--- config.mk ---
export PLATFORM = sky130hd
export DESIGN_NAME = cpu8_instruction_predecoder
export DESIGN_NICKNAME = d
export VERILOG_FILES = /design/src/hdl/cpu8_pkg.sv /design/src/hdl/cpu8_instruction_predecoder.sv
export SDC_FILE = /design/constraint.sdc
export NUM_CORES = 1
export LEC_CHECK = 0
export BUFFER_PORTS_ARGS = -buffer_cell sky130_fd_sc_hd__buf_2
export CORE_MARGIN = 2
export CORE_UTILIZATION = 55
export CTS_CLUSTER_SIZE = 20
export DETAILED_ROUTE_END_ITERATION = 16
export HOLD_SLACK_MARGIN = 0.1
export PLACE_DENSITY = 0.75
export SETUP_SLACK_MARGIN = 0.3
export SLEW_MARGIN = 20
export SYNTH_ARGS = -nofsm -noshare
export SYNTH_HDL_FRONTEND = slang
export SYNTH_SLANG_ARGS = --single-unit
--- constraint.sdc ---
create_clock -name clk -period 9.4 [get_ports clk]
set_input_delay 1.88 -clock clk [delete_from_list [all_inputs] [get_ports clk]]
set_output_delay 1.88 -clock clk [all_outputs]
set_load 0.05 [all_outputs]
--- src/hdl/cpu8_pkg.sv ---
// Types, mnemonic codes and opcode decode for the 8080 instruction predecoder.
package cpu8_pkg;

  localparam logic [7:0] OP_HLT = 8'h76;
  localparam logic [7:0] MASK_Y = 8'b0011_1000;
  localparam logic [7:0] MASK_Z = 8'b0000_0111;

  localparam logic [5:0] MN_NOP   = 6'd0,  MN_LXI   = 6'd1,  MN_STAX = 6'd2,  MN_INX  = 6'd3;
  localparam logic [5:0] MN_INR   = 6'd4,  MN_DCR   = 6'd5,  MN_MVI  = 6'd6,  MN_RLC  = 6'd7;
  localparam logic [5:0] MN_DAD   = 6'd8,  MN_LDAX  = 6'd9,  MN_DCX  = 6'd10, MN_RRC  = 6'd11;
  localparam logic [5:0] MN_RAL   = 6'd12, MN_RAR   = 6'd13, MN_SHLD = 6'd14, MN_DAA  = 6'd15;
  localparam logic [5:0] MN_LHLD  = 6'd16, MN_CMA   = 6'd17, MN_STA  = 6'd18, MN_STC  = 6'd19;
  localparam logic [5:0] MN_LDA   = 6'd20, MN_CMC   = 6'd21, MN_MOV  = 6'd22, MN_HLT  = 6'd23;
  localparam logic [5:0] MN_ADD   = 6'd24, MN_RCOND = 6'd32, MN_POP  = 6'd33, MN_JCOND = 6'd34;
  localparam logic [5:0] MN_JMP   = 6'd35, MN_CCOND = 6'd36, MN_PUSH = 6'd37, MN_ADI  = 6'd38;
  localparam logic [5:0] MN_RST   = 6'd39, MN_RET   = 6'd40, MN_CALL = 6'd41, MN_ACI  = 6'd42;
  localparam logic [5:0] MN_OUT   = 6'd43, MN_SUI   = 6'd44, MN_IN   = 6'd45, MN_SBI  = 6'd46;
  localparam logic [5:0] MN_XTHL  = 6'd47, MN_ANI   = 6'd48, MN_PCHL = 6'd49, MN_XCHG = 6'd50;
  localparam logic [5:0] MN_XRI   = 6'd51, MN_DI    = 6'd52, MN_ORI  = 6'd53, MN_SPHL = 6'd54;
  localparam logic [5:0] MN_EI    = 6'd55, MN_CPI   = 6'd56;

  localparam logic [5:0] MISC0 [8] = '{MN_RLC, MN_RRC, MN_RAL, MN_RAR,
                                       MN_DAA, MN_CMA, MN_STC, MN_CMC};
  localparam logic [5:0] IMM8  [8] = '{MN_ADI, MN_ACI, MN_SUI, MN_SBI,
                                       MN_ANI, MN_XRI, MN_ORI, MN_CPI};
  localparam logic [5:0] MEM0  [4] = '{MN_SHLD, MN_LHLD, MN_STA, MN_LDA};
  localparam logic [5:0] X3Z3  [8] = '{MN_JMP, MN_NOP, MN_OUT, MN_IN,
                                       MN_XTHL, MN_XCHG, MN_DI, MN_EI};

  typedef struct packed {
    logic [5:0] kind;
    logic [2:0] f1;
    logic [2:0] f2;
    logic [1:0] nops;
  } dec_t;

  typedef struct packed {
    logic [5:0]  mnemonic;
    logic [2:0]  first_field;
    logic [2:0]  second_field;
    logic [15:0] operand_value;
    logic [1:0]  length;
    logic        truncated;
  } res_t;

  function automatic dec_t decode(input logic [7:0] op);
    dec_t       d;
    logic [1:0] x;
    logic [2:0] y;
    logic [2:0] z;
    logic [1:0] p;
    logic       q;
    x = op[7:6];
    y = 3'((op & MASK_Y) >> 3);
    z = 3'(op & MASK_Z);
    p = y[2:1];
    q = y[0];
    d = '0;
    case (x)
      2'd1: begin
        if (op == OP_HLT) begin
          d.kind = MN_HLT;
        end else begin
          d.kind = MN_MOV;
          d.f1   = y;
          d.f2   = z;
        end
      end
      2'd2: begin
        d.kind = MN_ADD + {3'b000, y};
        d.f1   = z;
      end
      2'd0: begin
        case (z)
          3'd0: d.kind = MN_NOP;
          3'd1: begin
            d.f1 = {1'b0, p};
            if (!q) begin
              d.kind = MN_LXI;
              d.nops = 2'd2;
            end else begin
              d.kind = MN_DAD;
            end
          end
          3'd2: begin
            if (!p[1]) begin
              d.kind = q ? MN_LDAX : MN_STAX;
              d.f1   = {1'b0, p};
            end else begin
              d.kind = MEM0[y[1:0]];
              d.nops = 2'd2;
            end
          end
          3'd3: begin
            d.kind = q ? MN_DCX : MN_INX;
            d.f1   = {1'b0, p};
          end
          3'd4: begin
            d.kind = MN_INR;
            d.f1   = y;
          end
          3'd5: begin
            d.kind = MN_DCR;
            d.f1   = y;
          end
          3'd6: begin
            d.kind = MN_MVI;
            d.f1   = y;
            d.nops = 2'd1;
          end
          default: d.kind = MISC0[y];
        endcase
      end
      default: begin
        case (z)
          3'd0: begin
            d.kind = MN_RCOND;
            d.f1   = y;
          end
          3'd1: begin
            if (!q) begin
              d.kind = MN_POP;
              d.f1   = {1'b0, p};
            end else begin
              case (p)
                2'd0:    d.kind = MN_RET;
                2'd1:    d.kind = MN_NOP;
                2'd2:    d.kind = MN_PCHL;
                default: d.kind = MN_SPHL;
              endcase
            end
          end
          3'd2: begin
            d.kind = MN_JCOND;
            d.f1   = y;
            d.nops = 2'd2;
          end
          3'd3: begin
            d.kind = X3Z3[y];
            if (y == 3'd0) begin
              d.nops = 2'd2;
            end else if (y == 3'd2 || y == 3'd3) begin
              d.nops = 2'd1;
            end
          end
          3'd4: begin
            d.kind = MN_CCOND;
            d.f1   = y;
            d.nops = 2'd2;
          end
          3'd5: begin
            if (!q) begin
              d.kind = MN_PUSH;
              d.f1   = {1'b0, p};
            end else if (p == 2'd0) begin
              d.kind = MN_CALL;
              d.nops = 2'd2;
            end else begin
              d.kind = MN_NOP;
            end
          end
          3'd6: begin
            d.kind = IMM8[y];
            d.nops = 2'd1;
          end
          default: begin
            d.kind = MN_RST;
            d.f1   = y;
          end
        endcase
      end
    endcase
    return d;
  endfunction

endpackage

--- src/hdl/cpu8_instruction_predecoder.sv ---
// 8080 instruction predecoder: one code byte per transfer in, one record per instruction out.
// Each record is registered: it goes to the output register, or to the skid register while output stalls.
// Throughput: one code byte per cycle while in_stall is low; a skid register holds one record
// while output stalls, and in_stall stays high as long as that skid register is full.
// Reset (synchronous, rst_n low): operand count and both output valid flags clear,
// so the next byte is taken as an opcode.
module cpu8_instruction_predecoder (
  input  logic        clk,
  input  logic        rst_n,
  input  logic        in_valid,
  output logic        in_stall,
  input  logic [7:0]  in_code_byte,
  input  logic        in_final_byte,
  output logic        out_valid,
  input  logic        out_stall,
  output logic [5:0]  out_mnemonic,
  output logic [2:0]  out_first_field,
  output logic [2:0]  out_second_field,
  output logic [15:0] out_operand_value,
  output logic [1:0]  out_length,
  output logic        out_truncated
);

  logic [1:0]        due_r, due_nxt;
  logic [7:0]        op_r, op_nxt;
  logic [7:0]        low_r, low_nxt;
  logic              out_valid_r, out_valid_nxt;
  logic              skid_valid_r, skid_valid_nxt;
  cpu8_pkg::res_t    out_r, out_nxt;
  cpu8_pkg::res_t    skid_r, skid_nxt;
  cpu8_pkg::res_t    res;
  cpu8_pkg::dec_t    dec;
  logic [7:0]        op_sel;
  logic              in_fire;
  logic              res_hit;
  logic              out_fire;

  assign in_fire  = in_valid && !skid_valid_r;
  assign out_fire = out_valid_r && !out_stall;
  assign op_sel   = (due_r == 2'd0) ? in_code_byte : op_r;
  assign dec      = cpu8_pkg::decode(op_sel);

  always_comb begin
    due_nxt              = due_r;
    op_nxt               = op_r;
    low_nxt              = low_r;
    res_hit              = 1'b0;
    res.mnemonic         = dec.kind;
    res.first_field      = dec.f1;
    res.second_field     = dec.f2;
    res.length           = dec.nops + 2'd1;
    res.operand_value    = '0;
    res.truncated        = 1'b0;
    if (in_fire) begin
      if (due_r == 2'd0) begin
        if (dec.nops == 2'd0) begin
          res_hit = 1'b1;
        end else if (in_final_byte) begin
          res_hit       = 1'b1;
          res.truncated = 1'b1;
        end else begin
          op_nxt  = in_code_byte;
          low_nxt = '0;
          due_nxt = dec.nops;
        end
      end else if (dec.nops == 2'd2 && due_r == 2'd2) begin
        low_nxt = in_code_byte;
        due_nxt = 2'd1;
        if (in_final_byte) begin
          res_hit           = 1'b1;
          res.operand_value = {8'h00, in_code_byte};
          res.truncated     = 1'b1;
        end
      end else if (dec.nops == 2'd2) begin
        res_hit           = 1'b1;
        res.operand_value = {in_code_byte, low_r};
        due_nxt           = 2'd0;
      end else begin
        res_hit           = 1'b1;
        res.operand_value = {8'h00, in_code_byte};
        due_nxt           = 2'd0;
      end
      if (in_final_byte) begin
        due_nxt = 2'd0;
        op_nxt  = '0;
        low_nxt = '0;
      end
    end
  end

  // advance output register, park in skid when output holds
  always_comb begin
    out_valid_nxt  = out_valid_r;
    out_nxt        = out_r;
    skid_valid_nxt = skid_valid_r;
    skid_nxt       = skid_r;
    if (out_fire || !out_valid_r) begin
      out_valid_nxt  = skid_valid_r || res_hit;
      out_nxt        = skid_valid_r ? skid_r : res;
      skid_valid_nxt = 1'b0;
    end else if (res_hit) begin
      skid_valid_nxt = 1'b1;
      skid_nxt       = res;
    end
  end

  always_ff @(posedge clk) begin
    if (!rst_n) begin
      due_r        <= 2'd0;
      out_valid_r  <= 1'b0;
      skid_valid_r <= 1'b0;
    end else begin
      due_r        <= due_nxt;
      out_valid_r  <= out_valid_nxt;
      skid_valid_r <= skid_valid_nxt;
    end
  end

  always_ff @(posedge clk) begin
    op_r   <= op_nxt;
    low_r  <= low_nxt;
    out_r  <= out_nxt;
    skid_r <= skid_nxt;
  end

  assign in_stall          = skid_valid_r;
  assign out_valid         = out_valid_r;
  assign out_mnemonic      = out_r.mnemonic;
  assign out_first_field   = out_r.first_field;
  assign out_second_field  = out_r.second_field;
  assign out_operand_value = out_r.operand_value;
  assign out_length        = out_r.length;
  assign out_truncated     = out_r.truncated;

endmodule

-- After elaboration in Yosys (flattened, before gate mapping)
Memories as Yosys holds them, arrays and structs flattened.
Index checks and enable logic that the tools add are counted.
- equality and inequality tests: 17
- reduce and logical (&&, ||, !) cells: 28
- bitwise logic cells: 4
- add/sub/neg operators: 2
- muxes and demuxes: 61
- order comparisons: 2
- operators with widths (kind ; count):
    case mux 6 bit (7 select lines) ; 2
    two-way mux 6 bit ; 13
    two-way mux 16 bit ; 4
    two-way mux 8 bit ; 7
    two-way mux 31 bit ; 1
    case mux 9 bit (3 select lines) ; 1
    two-way mux 2 bit ; 9
    case mux 6 bit (3 select lines) ; 1
    two-way mux 1 bit ; 13
    binary-select mux 6 bit (select 2 bit) ; 1
    == test 3 x 2 -> 1 bit (second input constant) ; 4
    two-way mux 4 bit ; 3
    OR reduction 2 bit ; 6
    == test 3 bit (second input constant) ; 3
    case mux 3 bit (3 select lines) ; 1
    == test 2 bit (second input constant) ; 4
    == test 8 x 7 -> 1 bit (second input constant) ; 1
    logical NOT 2 bit ; 4
    case mux 2 bit (4 select lines) ; 1
    adder 5 x 3 -> 6 bit (first input constant) ; 1
    logical NOT 3 bit ; 2
    case mux 2 bit (3 select lines) ; 1
    case mux 3 bit (2 select lines) ; 1
    AND reduction 3 bit ; 2
    19 further kinds ; 28
- register bits: 82
- bits in read-only memories: 144
- word-level logic and storage cells: 134
- memories: 3
- output and inout port bits: 33
- input bits: 13
- memories (memory ; words ; bits a word ; rd ports ; clocked after Yosys merged registers in ; wr ports ; line ; text):
    (no name shown) ; 8 ; 6 ; 1 ; 0 ; 0 ; cpu8_pkg.sv:163 ; d.kind = IMM8[y];
    (no name shown) ; 8 ; 6 ; 1 ; 0 ; 0 ; cpu8_pkg.sv:139 ; d.kind = X3Z3[y];
    (no name shown) ; 8 ; 6 ; 1 ; 0 ; 0 ; cpu8_pkg.sv:111 ; default: d.kind = MISC0[y];

-- Logic depth before layout (Yosys ltp)
- depth after elaboration: 14
- gate-level depth with buffers: 16
- depth with buffers taken out: 14

-- Worst setup path after synthesis
OpenSTA, ideal clock, no wires.
- path kind: input -> register
- start: input port in_code_byte[0]
- end: register skid_r[0] (netlist bit) (enable)
- library setup time: 0.391 ns
- setup slack: 4.435 ns
- stages on the path: 11
- data required time: 9.009 ns
- path buffers: 1
- arrival time: 4.574 ns
- cells stage by stage: clkbuf_1 or3b_2 a22oi_2 nor2_1 nand2_1 o22a_1 inv_1 ha_1 a21oi_1 or3_1 and3b_1
- word-level cells in the longest chain between the ends: 11
- elaborated cells between the ends (all ways): 19
- those cells by class: eq/ne (7); mux (8); reduce/logical (4)
- RTL lines (item ; line ; text):
    start: declaration ; cpu8_instruction_predecoder.sv:12 ; input logic [7:0] in_code_byte,
    two-way mux 8 bit (*) ; cpu8_instruction_predecoder.sv:40 ; assign op_sel = (due_r == 2'd0) ? in_code_byte : op_r;
    == test 3 bit / == test 3 x 2 -> 1 bit (equally long branches) ; cpu8_pkg.sv:115, cpu8_pkg.sv:74 ;
    OR reduction 2 bit (no line) ; - ;
    case mux 2 bit (4 select lines) ; cpu8_pkg.sv:115 ; case (z)
    case mux 2 bit (2 select lines) (*) ; cpu8_pkg.sv:59 ; case (x)
    == test 2 bit ; cpu8_instruction_predecoder.sv:66 ; end else if (dec.nops == 2'd2 && due_r == 2'd2) begin
    logical AND 1 bit ; cpu8_instruction_predecoder.sv:66 ;
    two-way mux 1 bit ; cpu8_instruction_predecoder.sv:66 ;
    two-way mux 1 bit (*) ; cpu8_instruction_predecoder.sv:55 ; if (due_r == 2'd0) begin
    two-way mux 1 bit (*) ; cpu8_instruction_predecoder.sv:54 ; if (in_fire) begin
    AND reduction 2 bit (no line) (*) ; - ;
    end signal: assignment ; cpu8_instruction_predecoder.sv:123 ; skid_r <= skid_nxt;
    end: declaration ; cpu8_instruction_predecoder.sv:30 ; cpu8_pkg::res_t skid_r, skid_nxt;
Mark *: on every way between the ends. The rest lies on a longest branch, timed or not.
A chain may end at the register's enable or synchronous reset.

-- Worst setup path in the final report
- start: input port in_code_byte[1]
- end: register skid_r[29] (netlist bit) (enable)
Same word-level chain as after synthesis.

==> flow_metrics.env <==
export IMPL_met1_length_um=5168
export IMPL_ys_flop_type="edfxtp_1"
export IMPL_postCtsHoldBufs=0
export IMPL_first_global_vias=3120
export IMPL_timing_rr_start="due_r[1]$_SDFFE_PN0P_"
export IMPL_rsz0062_at_grt="no"
export IMPL_core_area_um2=8175
export IMPL_post_cts_resized=0
export IMPL_dieHeight_um=95.44
export IMPL_dp_slack_ns=4.030
export IMPL_area_delta_synth_final_pct=10.26
export IMPL_setup_viol=0
export IMPL_antenna_found_initial=0
export IMPL_final_common_cell="edfxtp_1"
export IMPL_first_iter_violations=468
export IMPL_max_freq_mhz=197.5
export IMPL_dr_pass1_iters=5
export IMPL_clockBufferDepth=2
export IMPL_fin_cells=557
export IMPL_ys_async_sr_fraction_pct=0
export IMPL_layout_drive_gt1_share_pct=20.13
export IMPL_worst_pin_slew_ns=1.053
export IMPL_grt_usage_pct=25.72
export IMPL_crit_path_start="in_code_byte[1]"
export IMPL_whs_path_depth=1
export IMPL_p_leak_nw=2.013
export IMPL_synth_cells=411
export IMPL_start_kind="input pin"
export IMPL_relSlewSlack_pct=29.44
export IMPL_finalInstanceArea_um2=5070
export IMPL_vias_per_cell=6.519
export IMPL_critPathRequiredTime_ns=9.43
export IMPL_finalCritPeriodShare_pct=53.87
export IMPL_floorplan_initialDensity_pct=56.24
export IMPL_highest_layer="met4"
export IMPL_yosys_top_cells_area="edfxtp_1, a21o_1, nor2_1"
export IMPL_clockRootBuffer="clkbuf_8"
export IMPL_endpoint="skid_r[29]$_DFFE_PP_"
export IMPL_postSynthAreaPerCell_um2=11.19
export IMPL_drc=0
export IMPL_maxCapViolCount=0
export IMPL_final_antenna_net_count=0
export IMPL_slowest_stage="or4bb_1"
export IMPL_yosysWarnings=0
export IMPL_htree_levels=3
export IMPL_period_minus_slack_ns=5.064
export IMPL_layout_common_cells="edfxtp_1, buf_2, nor2_1"
export IMPL_fin_ws_ns=4.336
export IMPL_rrSetupSlack_ns=5.06
export IMPL_path_class="in -> reg"
export IMPL_worstPathArrival_ns=5.10
export IMPL_num_antenna_cells=0
export IMPL_skew_ns=0.01529
export IMPL_path_clk_slew_ns=0.09
export IMPL_synth_edf_count=78
export IMPL_nFillCells=654
export IMPL_grt_start_max_net_pins=42
export IMPL_gr_total_overflow=0
export IMPL_syn_area_um2=4598
export IMPL_reg2reg_depth=15
export IMPL_clock_sinks=82
export IMPL_final_core_util_pct=62.01
export IMPL_yosysTopAreaCellShare_pct=50.94
export IMPL_status="complete, no violations"
export IMPL_io_pins=46
export IMPL_hold_class="reg -> reg"
export IMPL_postPlaceCellArea_um2=4886
export IMPL_yosysSeqAreaShare_pct=52.68
export IMPL_vias=3631
export IMPL_wl_met2_um=5064
export IMPL_crit_fanout=19
export IMPL_slew_violations=0
export IMPL_path_cells="buf_2, or4bb_1, a22oi_2, nor3b_1, o21bai_1, ha_1, nor2_1, a21oi_1, or3_1, and3b_1, buf_4"
export IMPL_yosysTopAreaCell="edfxtp_1"
export IMPL_power_total_mw=0.8084
export IMPL_ys_ff_latch=82
export IMPL_critPathMaxStageDelay_ns=0.55
export IMPL_r2r_end="skid_r[29]$_DFFE_PP_"
export IMPL_rows=33
export IMPL_postCtsSetupRepairBufs=0
export IMPL_wl_met3_um=983
export IMPL_post_place_cells=541
export IMPL_gp_congestion=0.9617
export IMPL_dp_hpwl_um=8016
export IMPL_layout_nets=469
export IMPL_ir_drop_mv=0.08981
export IMPL_dieArea_um2=9108
export IMPL_wl_per_cell_um=20.47
export IMPL_p_per_area_nw_per_um2=159.5
export IMPL_holdWs_ns=0.5321
export IMPL_clkLatencyLatePin_ns=0.35
export IMPL_synth_distinct_cells=71
export IMPL_syn_num_nets=433
export IMPL_critPathCaptureType="flop"
export IMPL_finalHoldViolCount=0
export IMPL_numCtsBuffers=9
export IMPL_cts_tree="yes"
export IMPL_final_setup_tns_ns=0
export IMPL_port_buffers=45
export IMPL_grt_pass1_wl_um=17420
export IMPL_fp_dieW_um=95.44
export IMPL_routed_wl_um=11400
[synthesized netlist by cell type (all sizes together), types with 5 or more instances]
master and count:
buf 9, nor2 33, nor2b 12, nand3 6, nand2 23, nor3 9
clkbuf 19, and2 15, ha 9, mux2i 7, a22oi 10, nor3b 5
a31oi 10, edfxtp 78, a21oi 12, o21ai 12, and3 5, nor4 5
inv 12, a21o 19, nand2b 7, mux2 12, o22ai 5, o31ai 8
[area by class of cell]
| cell class | count | area, um2 | area share (%) |
|---|---|---|---|
| Tap cell | 105 | 131.4 | 2.591 |
| Timing Repair Buffer | 53 | 285.3 | 5.627 |
| Sequential cell | 82 | 2422 | 47.78 |
| Inverter | 12 | 45.04 | 0.8885 |
| Multi-Input combinational cell | 289 | 2002 | 39.49 |
| Clock inverter | 7 | 60.06 | 1.185 |
| Clock buffer | 9 | 123.9 | 2.443 |
[flip-flops by register name, summed over array words and instances, names as in the netlist]
name and flops:
skid_r 31, out_operand_value 16, low_r 8, op_r 8
out_mnemonic 6, out_first_field 3, out_second_field 3, due_r 2
out_length 2, in_stall 1, out_truncated 1, out_valid 1
[worst min path at each step]
stage / to / slack (ns) / start
after floorplan: out_first_field[1]$_DFFE_PP_ / 0.49 / skid_r[23]$_DFFE_PP_
after global placement: out_operand_value[6]$_DFFE_PP_ / 0.51 / skid_r[9]$_DFFE_PP_
after detailed placement: out_operand_value[8]$_DFFE_PP_ / 0.51 / skid_r[11]$_DFFE_PP_
after CTS: out_operand_value[8]$_DFFE_PP_ / 0.53 / skid_r[11]$_DFFE_PP_
after global routing: out_operand_value[11]$_DFFE_PP_ / 0.55 / skid_r[14]$_DFFE_PP_
final: out_operand_value[9]$_DFFE_PP_ / 0.53 / skid_r[12]$_DFFE_PP_
[cell families after synthesis]
kind of cell,synth area share (%)
flops,52.68
simple gates,16.65
mux,4.626
compound gates,19.81
fa+ha+maj,2.449
buf+inv,3.782
[critical path, delay by kind of cell]
family | cells | cell delay, ns
AOI/OAI and AO/OA | 3 | 0.95
adders and majority gates | 1 | 0.24
buffers and inverters | 2 | 0.61
and+or+nand+nor | 5 | 1.39
[power breakdown]
group | total (mW) | internal (mW) | switching, mW | leakage, nW
logic | 0.140 | 0.0386 | 0.102 | 1.13
registers | 0.429 | 0.421 | 0.00801 | 0.789
clock network | 0.239 | 0.101 | 0.139 | 0.0901
total | 0.808 | 0.560 | 0.248 | 2.01
[routing by layer]
layer	GRT usage, %	up-vias
li1	-	1661
met1	39.53	1741
met3	4.743	22
met4	6.190	0
met5	0	-
met2	37.85	207
Power figures use the tool's default switching activity.
